--- config.mk ---
export PLATFORM = sky130hd
export DESIGN_NAME = fap_front
export DESIGN_NICKNAME = d
export VERILOG_FILES = /design/src/hdl/fap_weighted_vertex_deform_assert.svh /design/src/hdl/fap_pkg.sv /design/src/hdl/fap_front.sv
export SDC_FILE = /design/constraint.sdc
export NUM_CORES = 1
export LEC_CHECK = 0
export BUFFER_PORTS_ARGS = -buffer_cell sky130_fd_sc_hd__clkbuf_2
export CORE_UTILIZATION = 31
export DETAILED_ROUTE_END_ITERATION = 8
export PLACE_DENSITY_LB_ADDON = 0.08
export SLEW_MARGIN = 20
export SYNTH_ARGS = -nofsm -noshare
export SYNTH_HDL_FRONTEND = slang
export SYNTH_SLANG_ARGS = --single-unit
--- constraint.sdc ---
create_clock -name clk -period 25.6 [get_ports clk]
set_input_delay 6.4 -clock clk [delete_from_list [all_inputs] [get_ports clk]]
set_output_delay 6.4 -clock clk [all_outputs]
set_load 0.01 [all_outputs]
--- src/hdl/fap_weighted_vertex_deform_assert.svh ---
// Assertion macros for the weighted vertex deformer.
// Used by the top level only; no other dependencies.
`ifndef FAP_WEIGHTED_VERTEX_DEFORM_ASSERT_SVH
`define FAP_WEIGHTED_VERTEX_DEFORM_ASSERT_SVH
// implication checked every clock outside reset
`define FAP_ASSERT_IMPL(label, ante, cons) \
    label: assert property (@(posedge clk) disable iff (!rst_n) (ante) |-> (cons)) \
        else $error("fap assertion failed");
// next-cycle implication checked every clock outside reset
`define FAP_ASSERT_NEXT(label, ante, cons) \
    label: assert property (@(posedge clk) disable iff (!rst_n) (ante) |=> (cons)) \
        else $error("fap assertion failed");
`endif

--- src/hdl/fap_pkg.sv ---
// Shared types, constants and direction table for the vertex deformer.
// No dependencies.
package fap_pkg;
    typedef enum logic [1:0] {
        OP_ADD    = 2'd0,
        OP_SETP   = 2'd1,
        OP_DEFORM = 2'd2,
        OP_CLEAR  = 2'd3
    } op_t;

    typedef enum logic [1:0] {
        ST_OK    = 2'd0,
        ST_FULL  = 2'd1,
        ST_RANGE = 2'd2,
        ST_SAT   = 2'd3
    } status_t;

    typedef enum logic [2:0] {
        BK_IDLE,
        BK_CLEAR,
        BK_READ,
        BK_SCAN,
        BK_MUL,
        BK_ACC,
        BK_DONE
    } bk_state_t;

    localparam logic [16:0] WEIGHT_ONE = 17'd65536;
    localparam int DIR_ENTRIES = 68;

    typedef struct packed {
        op_t         op;
        logic        vtx_bad;
        logic        pidx_bad;
        logic [15:0] vtx;
        logic [6:0]  pidx;
        logic [16:0] weight;
        logic [31:0] pval;
        logic [31:0] bx;
        logic [31:0] by;
        logic [31:0] bz;
    } cmd_t;

    // direction component times two, packed as 3 bits per axis (x,y,z)
    function automatic logic [8:0] dir2(input logic [6:0] idx);
        logic [8:0] d;
        logic [2:0] p, m, h, z;
        p = 3'sd2; m = -3'sd2; h = 3'sd1; z = 3'sd0;
        case (idx)
            7'd2, 7'd3, 7'd7, 7'd8, 7'd24, 7'd25, 7'd47, 7'd50, 7'd54, 7'd55:
                d = {z, m, z};
            7'd4, 7'd9, 7'd10, 7'd11, 7'd12, 7'd17, 7'd20, 7'd21, 7'd30, 7'd31,
            7'd32, 7'd33, 7'd34, 7'd35, 7'd40, 7'd41, 7'd43, 7'd45, 7'd51, 7'd56,
            7'd57, 7'd58, 7'd59, 7'd62, 7'd64, 7'd65:
                d = {z, p, z};
            7'd5, 7'd22, 7'd23, 7'd37, 7'd38, 7'd48, 7'd52, 7'd60, 7'd66:
                d = {p, z, z};
            7'd6, 7'd14, 7'd36, 7'd39, 7'd42, 7'd49, 7'd53, 7'd61, 7'd63, 7'd67:
                d = {m, z, z};
            7'd13, 7'd15, 7'd16, 7'd26, 7'd27, 7'd44:
                d = {z, z, p};
            7'd18, 7'd19:
                d = {z, m, h};
            7'd28, 7'd29:
                d = {p, p, p};
            7'd46:
                d = {z, p, p};
            default:
                d = {z, z, z};
        endcase
        return d;
    endfunction
endpackage

--- src/hdl/fap_front.sv ---
// Front end: accepts items, checks ranges, saturates weights, queues commands.
// Depends on fap_pkg.
module fap_front #(
    parameter int MAX_VERTICES = 4096,
    parameter int PARAM_COUNT  = 68
) (
    input  logic         clk,
    input  logic         rst_n,
    input  logic         push,
    output logic         full,
    input  logic [1:0]   operation,
    input  logic [11:0]  vertex_index,
    input  logic [6:0]   param_index,
    input  logic [16:0]  weight,
    input  logic [31:0]  param_value,
    input  logic [31:0]  base_x,
    input  logic [31:0]  base_y,
    input  logic [31:0]  base_z,
    output logic         cmd_valid,
    input  logic         cmd_take,
    output fap_pkg::cmd_t cmd
);
    import fap_pkg::*;

    cmd_t       q_reg [2];
    logic       wp_reg, wp_next, rp_reg, rp_next;
    logic [1:0] cnt_reg, cnt_next;
    cmd_t       c;
    logic       acc;

    // classify the incoming word
    always_comb
    begin
        c          = '0;
        c.op       = op_t'(operation);
        c.vtx      = 16'(vertex_index);
        c.vtx_bad  = 32'(vertex_index) >= 32'(MAX_VERTICES);
        c.pidx     = param_index;
        c.pidx_bad = 32'(param_index) >= 32'(PARAM_COUNT);
        c.weight   = (weight > WEIGHT_ONE) ? WEIGHT_ONE : weight;
        c.pval     = param_value;
        c.bx       = base_x;
        c.by       = base_y;
        c.bz       = base_z;
    end

    assign full      = cnt_reg == 2'd2;
    assign acc       = push && !full;
    assign cmd_valid = cnt_reg != 2'd0;
    assign cmd       = q_reg[rp_reg];

    // advance queue pointers
    always_comb
    begin
        wp_next  = acc ? !wp_reg : wp_reg;
        rp_next  = (cmd_take && cmd_valid) ? !rp_reg : rp_reg;
        cnt_next = cnt_reg + 2'(acc) - 2'(cmd_take && cmd_valid);
    end

    always_ff @(posedge clk or negedge rst_n)
    begin
        if (!rst_n)
        begin
            wp_reg  <= 1'b0;
            rp_reg  <= 1'b0;
            cnt_reg <= 2'd0;
        end
        else
        begin
            wp_reg  <= wp_next;
            rp_reg  <= rp_next;
            cnt_reg <= cnt_next;
        end
    end

    // hold queued commands
    always_ff @(posedge clk)
    begin
        if (acc)
        begin
            q_reg[wp_reg] <= c;
        end
    end
endmodule

==> results of run 1 <==
-- cell usage after synthesis, types with 2 or more instances --
| cell type | n |
|---|---|
| ha_1 | 2 |
| nor2b_1 | 15 |
| nor4_4 | 2 |
| nor4_2 | 2 |
| edfxtp_1 | 334 |
| mux2_1 | 2 |
| dfrtp_1 | 4 |
| mux2_4 | 10 |
| buf_6 | 14 |
| buf_2 | 5 |
| buf_4 | 5 |
| xnor2_1 | 3 |
| mux2_2 | 155 |
| inv_1 | 3 |
-- cell type report --
type	instances	area [um2]
fillers	3743	23900
flip-flops and latches	338	10100
multi-input cells	206	2250
repair buffers	345	1740
clock buffers	53	1070
well taps	525	657
clock inverters	18	113
inverters	3	11.3
diodes	1	2.50
-- worst paths after layout --
check                          endpoint  slack (ns)  cells after the start
setup / recovery                cmd[89]       16.24                      3
hold / removal               cnt_reg[1]        0.50                      1
setup reg to reg           q_reg[0][84]       22.66                      5
hold reg to reg              cnt_reg[1]        0.50                      1
max in group asynchronous        rp_reg       19.78                      1
min in group asynchronous        wp_reg        5.67                      1
-- power breakdown --
group	internal, mW	switching, mW	total (mW)	leakage, nW
Combinational	0.226	0.296	0.522	2.26
Clock	0.303	0.211	0.515	0.582
Sequential	0.758	0.0397	0.798	3.15
Total	1.29	0.547	1.83	6.00
-- placed cells by master, fill, tap and decap left out --
master     instances
nor4_2             2
nand2b_1           1
nor4_4             2
clkinv_4           2
xor2_1             1
diode_2            1
and2_1             1
nor2_4             1
xnor2_1            3
mux2_2           155
bufinv_16          1
and3_4             1
conb_1             5
clkinv_1           8
a41oi_4            1
buf_4              7
edfxtp_1         334
ha_1               2
nand2_1            1
o41a_1             1
mux2_1             2
nor2b_1           15
mux2_4            10
dfrtp_4            1
dfrtp_1            3
clkbuf_2         338
or2_2              1
nor2b_2            1
clkinv_2           7
inv_1              3
clkbuf_16         41
clkbuf_1          12
-- metal layers --
layer,track usage (%),vias up,routed length [um]
met3,6.31,55,2980
met1,16.4,3176,12000
met5,0,-,37
met4,5.50,6,698
met2,19.2,235,12100
li1,-,2981,-
-- logic make-up (layout without fill, tap and decap cells) --
group           count (synthesis)  in the layout  share of synthesized area, %
simple gates                   26             26                          1.61
mux                           167            167                          15.2
fa+ha+maj                       2              2                         0.199
other cells                     1              6                        0.0298
flops                         338            338                          80.5
buf+inv                        28            419                          1.87
compound gates                  2              2                         0.308
xor+xnor                        4              4                         0.278
-- critical path: cells and delay by family (launching register included) --
kind | cells | cell delay (ns)
flops | 1 | 0.91
buf+inv | 2 | 0.97
mux | 1 | 0.44
-- through the flow --
| stage | cell area [um2] | setup WS, ns |
|---|---|---|
| 6_report | 16000 | 16.24 |
| 3_5_place_dp | 14800 | 16.64 |
| 3_3_place_gp | 14800 | 16.66 |
| 2_1_floorplan | 12600 | 11.48 |
| 5_1_grt | 16000 | 16.04 |
| 4_1_cts | 16000 | 16.14 |
==> results.md, run 1 <==
* Run status: complete, no violations
* Post-DP HPWL at 18000 um
* LEAKAGE at between 5 and 6 nW
* EDFF count, synth at 334
* Mapped Area at 0.0126 mm2
* Reg-to-reg critical path startpoint: cnt_reg[1]
* Die ar. at slightly above 0.04 mm2
* Global Route Usage Sum at 13.1%
* Crit start category: flop
* Tightest Hold Check Type: reg -> reg
* CTS tree: yes
* DIE WIDTH at slightly above 200 um
* CP Capture Type: output port
* Share of layout cells above drive strength 1 at 59.3%
* Maxcap violations at 0
* Fraction of registers with async set/reset at 1.18%
* WS Path Type: reg -> out
* Min Tclk post-route at between 9 and 10 ns
* Residual DRC count at 0
* Min Hold Slack at 0.503 ns
* Final Skew at 0.00925 ns
* Hold violation total from the final report at 0
* Area Growth Syn to Fin at 27.0%
* Congestion Overflow GR at 0
* DR iter-0 viols at 227
* Drt via density at 4.33
* Leading area contributor after synthesis: edfxtp_1
* IO Port Bufs at 338
* Unrepaired setup endpoints after global routing: false
* Largest net degree at the start of global routing at 66
* Post-DRT Antenna Nets at 0
* FMAX at 107 MHz
* Power, Total at 1.83 mW
* Max clock buf depth at 3
* Post-Synthesis Cells at 568
* Hold Path Origin: cnt_reg[1]
* Initial antenna violation count at 5
* Synth Area per Inst at around 22 um2
* # rows at 73
* First-pass GRT wire length at 39900 um
* Register area share after synthesis at roughly 80%
* Cts hold-fix bufs at 0
* PostCTS Resize Cnt at 0
* Placed instance count at 1417
* Most used DFF post-synth: edfxtp_1
* Nets at 1106
* Post-CTS setup buffers at 0
* WP data required at 19.20 ns
* CP arrival at roughly 3.0 ns
* Wirelength, routed at roughly 28000 um
* Setup TNS at 0 ns
* Final Non-Filler Cells at between 1000 and 1500
* Yosys Warn Count at 0
* WL/cell at 18.6 um
* Critical-path maximum fanout at 65
* Clock transition at path regs at 0.05 ns
* PD cells at 115 mW/mm2
* Worst Setup SP: rp_reg
* TritonCTS buffer count at 40
* Cell breakdown of the critical path: buf_4, mux2_2, clkbuf_2
* Top post-synthesis cells by area: edfxtp_1 (80%), mux2_2 (14%), buf_6 (1.3%), mux2_4 (1.2%), dfrtp_1 (0.80%)
* Crit-path slowest cell: dfrtp_4
* Top-area cell type share of the netlist area at 79.7%
* Rel. slew slack at about a third
* Initial Util at 31.5%
* #FFs+latches synth at 338
* Htree depth at 2
* Setup-failing EPs final at 0
* CTS Sinks at about 340
* Vias post-DR at 6453
* Final core utilization at between 40 and 50%
* VDD IR-drop max at 0.0000959 V
* Top Ports at 344
* Worst path max stage delay at 0.91 ns
* Clock root buffer: clkbuf_16
* Final Cycle Share at 36.6%
* Die height at 204 um
* Core ar. at 0.0399 mm2
* Unique masters post-synth at 26
* Final Max Tran Viols at 0
* Vias in the first global route at 6557
* Largest register FFs at 334
* 1st-pass router iterations at 4
* Clock insertion delay at the later pin of the skew report at 0.54 ns
* GP Congestion at 0.697
* Slew @ Worst Pin at a little under 1 ns
No activity file was read; power rests on OpenSTA's default activity.
==> run 2: changes to the inputs <==
- clock period: 25.6 -> 7.9 ns (I/O delays scaled with it)
==> results.md, run 2 (same netlist as run 1, synthesis figures left out) <==
* Run status: complete, no violations
* First-pass GRT wire length at 40900 um
* CP arrival at just under 3 ns
* Top Ports at 344
* Crit-path slowest cell: dfrtp_4
* Global Route Usage Sum at 13.4%
* Max clock buf depth at 3
* Power, Total at 6.06 mW
* TritonCTS buffer count at 38
* Worst Setup SP: rp_reg
* Initial antenna violation count at 2
* Critical Path Sink: cmd[151]
* LEAKAGE at 6.06 nW
* FMAX at 206 MHz
* Post-CTS setup buffers at 0
* Wirelength, routed at 28000 um
* Sequential cell area at 0.0101 mm2
* Post-DRT Antenna Nets at 0
* Clock transition at path regs at roughly 0.050 ns
* Share of layout cells above drive strength 1 at 59.7%
* Reg-to-reg slack, setup at 5.58 ns
* Rel. slew slack at between 30% and 40%
* Min Hold Slack at approximately 0.51 ns
* Htree depth at 2
* Area Growth Syn to Fin at 27.9%
* Clock insertion delay at the later pin of the skew report at 0.53 ns
* CTS tree: yes
* Drt via density at 4.29
* Largest register FFs at roughly 330
* Slew @ Worst Pin at 0.936 ns
* Reg-to-reg critical path startpoint: cnt_reg[1]
* Vias post-DR at 6391
* IO Port Bufs at 338
* Vias in the first global route at 6749
* Die height at 204 um
* Worst r2r dst: q_reg[0][115]
* Tightest Hold Check Type: reg -> reg
* Footprint of the multi-input gates at 0.00225 mm2
* Initial Util at 31.5%
* Congestion Overflow GR at 0
* WL/cell at 18.8 um
* CP Capture Type: output port
* DR iter-0 viols at 289
* Final Max Tran Viols at 0
* Hold violation total from the final report at 0
* Setup TNS at 0 ns
* Crit start category: flop
* Unrepaired setup endpoints after global routing: false
* Final Cycle Share at around three fifths
* Commonest non-fill, non-tap cell in the layout: clkbuf_2
* CTS Sinks at between 300 and 400
* Residual DRC count at 0
* WS Path Type: reg -> out
* GP Congestion at 0.706
* Core ar. at 0.0399 mm2
* R2R cell count at 5
* Cell breakdown of the critical path: buf_4, mux2_2, clkbuf_2
* Maxcap violations at 0
* CP Depth at 3
* Setup-failing EPs final at 0
* # rows at 73
* Critical-path maximum fanout at 65
* Worst path max stage delay at roughly 0.88 ns
* Min Tclk post-route at 4.86 ns
* 1st-pass router iterations at 4
* Commonest cells after routing, fill and taps aside: clkbuf_2 (338), edfxtp_1 (334), mux2_2 (155)
* Post-DP HPWL at 18600 um
* Largest net degree at the start of global routing at 85
* WP data required at between 5 and 6 ns
* Fillers at 3702
* CP Buf/Inv Count at 2
* Die ar. at 0.0414 mm2
* DIE WIDTH at approximately 200 um
* Nets at between 1000 and 1500
* Clock root buffer: clkbuf_16
* PostCTS Resize Cnt at 0
* VDD IR-drop max at 0.000167 V
* PD cells at between 300 and 400 mW/mm2
* Cts hold-fix bufs at 0
* Final Skew at around 0.005 ns
* Delay-heaviest family, CP: buffers and inverters
==> run 2: cell types whose count changed in the layout (fill, tap and decap cells not counted) <==
cell / delta
buf_12: +1
buf_4: +1
bufinv_16: +4
clkbuf_1: -5
clkinv_1: +1
clkinv_4: -2
==> run 2: final cells by class <==
type | instances | share of cell area [%]
Clock inverter | 21 | 1.36
Sequential cell | 338 | 62.9
Antenna cell | 1 | 0.0155
Inverter | 3 | 0.0700
Multi-Input combinational cell | 206 | 14.0
Clock buffer | 48 | 6.54
Tap cell | 525 | 4.08
Timing Repair Buffer | 347 | 11.0
==> run 2: power breakdown <==
part / internal [mW] / leakage (nW) / switching, mW
logic: 0.741 / 2.28 / 0.935
registers: 2.46 / 3.15 / 0.141
clock network: 1.10 / 0.626 / 0.681
==> run 2: layer usage <==
metal	vias up	routed length (um)	GRT usage, %
met1	3130	12100	17.0
met4	0	791	5.69
met3	51	2320	4.57
met2	235	12800	20.7
met5	-	0	0
li1	2975	-	-
==> run 2: how the worst min path moves through the flow <==
stage,cells after the start,start,end,slack (ns)
3_3_place_gp,1,cnt_reg[1],cnt_reg[1],0.50
3_5_place_dp,1,cnt_reg[1],cnt_reg[1],0.49
6_report,1,cnt_reg[1],cnt_reg[1],0.51
5_1_grt,1,cnt_reg[1],cnt_reg[1],0.53
2_1_floorplan,1,cnt_reg[1],cnt_reg[1],0.46
4_1_cts,1,cnt_reg[1],cnt_reg[1],0.51
==> run 2: stage by stage <==
step / setup WS (ns) / util (%) / area (um2) / instances
finish: 3.04 / 40.3 / 16100 / 1489
global placement: 3.53 / 37.1 / 14800 / 1419
global route: 2.87 / 40.3 / 16100 / 1488
CTS: 2.94 / 40.3 / 16100 / 1488
floorplan: 1.03 / - / 12600 / 572
detailed placement: 3.53 / 37.1 / 14800 / 1419
==> run 2: worst reg2reg max path, cell delays in order, from the launching register on <==
cell and delay (ns):
dfrtp_1 0.40, nand2b_1 0.12, nand2_1 0.15, nor2_4 0.12, buf_4 0.34, buf_4 0.78
==> run 3: changes to the inputs <==
- clock period: 7.9 -> 4.69 ns (I/O delays scaled with it)
==> results.md, run 3 (same netlist as run 1, synthesis figures left out) <==
* 1st-pass router iterations at 4
* Residual DRC count at 0
* Slew @ Worst Pin at about 0.85 ns
* Core ar. at 0.0399 mm2
* Clock insertion delay at the later pin of the skew report at 0.54 ns
* Initial Util at 31.5%
* Run status: complete, no violations
* Unrepaired setup endpoints after global routing: false
* Global Route Usage Sum at 12.9%
* First-pass GRT wire length at 40100 um
* Delay-heaviest family, CP: flip-flops
* Maxcap violations at 0
* Pre-CTS setup slack at around 1.6 ns
* Congestion Overflow GR at 0
* DIE WIDTH at 204 um
* Critical-path maximum fanout at 54
* Commonest non-fill, non-tap cell in the layout: clkbuf_2
* Vias post-DR at 6458
* Rel. slew slack at 43.4%
* Power, Total at 9.99 mW
* CTS tree: yes
* Post-CTS setup buffers at 0
* Clock root buffer: clkbuf_16
* Setup-failing EPs final at 0
* Post-DP HPWL at around 18000 um
* Crit-path slowest cell: dfrtp_4
* Largest register FFs at roughly 330
* Cell breakdown of the critical path: buf_12, mux2_2, clkbuf_2
* Placed instance count at 1427
* Final Non-Filler Cells at approximately 1500
* WS Path Type: reg -> out
* Antenna Cells at 0
* Max clock buf depth at 3
* GP Congestion at 0.698
* LEAKAGE at between 6 and 7 nW
* Nets at 1115
* FMAX at 277 MHz
* Post-DRT Antenna Nets at 0
* Cts hold-fix bufs at 0
* # rows at 73
* WP data required at between 3 and 4 ns
* Final core utilization at 40.3%
* Die ar. at 0.0414 mm2
* Fillers at 3680
* Reg-to-reg critical path startpoint: cnt_reg[1]
* Die height at 204 um
* Final Cycle Share at 77.0%
* Sequential cell area at between 0.01 and 0.015 mm2
* PD cells at between 600 and 700 mW/mm2
* Hold violation total from the final report at 0
* Tightest Hold Check Type: in -> async
* DP Area at 0.0149 mm2
* Worst Setup SP: rp_reg
* Final Skew at 0.0157 ns
* Initial antenna violation count at 1
* Top Ports at 344
* Crit start category: flop
* Worst path max stage delay at 0.99 ns
* PostCTS Resize Cnt at 0
* DR iter-0 viols at 238
* Area Growth Syn to Fin at 27.8%
* Min Hold Slack at 0.432 ns
* Vias in the first global route at 6747
* Drt via density at about 4.3
* Clock transition at path regs at 0.06 ns
* Final worst setup slack at ~1.1 ns
* WL/cell at 18.1 um
* Min Tclk post-route at 3.61 ns
* Share of layout cells above drive strength 1 at 59.6%
* Post-route design area at 0.0161 mm2
* Commonest cells after routing, fill and taps aside: clkbuf_2 (338), edfxtp_1 (334), mux2_2 (155)
* VDD IR-drop max at 0.000314 V
* CTS Sinks at roughly 340
* CP arrival at 2.44 ns
* TritonCTS buffer count at 39
* CP Capture Type: output port
* Largest net degree at the start of global routing at 55
* CP Buf/Inv Count at 2
* IO Port Bufs at 338
* Wirelength, routed at 27000 um
* Htree depth at 2
* Final Max Tran Viols at 0
* Footprint of the multi-input gates at approximately 0.0023 mm2
* Setup TNS at 0 ns
[run 3: cell count changes in the layout (fill, tap and decap cells not counted), sizes merged]
cell    change
inv         +1
bufinv      -5
clkinv      -2
clkbuf      +4
buf         +8
diode       -1
[run 3: layer usage]
layer  up-vias  wire (um)  track usage [%]  part of all wire [%]
met3        45       2460             5.03                   9.1
met5         -         13                0                 0.048
li1       3000          -                -                     -
met1      3183      11400             16.1                    42
met4         2        683             5.37                   2.5
met2       228      12400             20.0                    46
[run 3: area by class of cell]
type | instances | area share [%]
Clock buffer | 52 | 6.64
Timing Repair Buffer | 355 | 11.8
Tap cell | 525 | 4.08
Sequential cell | 338 | 63.0
Multi-Input combinational cell | 206 | 14.0
Clock inverter | 15 | 0.428
Inverter | 3 | 0.0700
[run 3: worst register-to-register path, cell delays in order (launching register included)]
cell and delay (ns):
dfrtp_1 0.41, nand2b_1 0.13, nand2_1 0.15, nor2_4 0.67, buf_4 0.39
[run 3: final timing paths]
check | slack (ns) | end | cells past startpoint
min in group clk | 0.51 | cnt_reg[1] | 1
max in group asynchronous | 4.11 | rp_reg | 1
worst max register to register | 2.61 | q_reg[0][138] | 4
worst max-delay path | 1.08 | cmd[86] | 3
worst min-delay path | 0.43 | cnt_reg[0] | 1
worst min register to register | 0.51 | cnt_reg[1] | 1
[run 3: report_power, final]
| part | switching (mW) | internal [mW] | total, mW |
|---|---|---|---|
| combinational | 1.58 | 1.33 | 2.91 |
| clock | 1.14 | 1.59 | 2.73 |
| sequential | 0.232 | 4.13 | 4.36 |
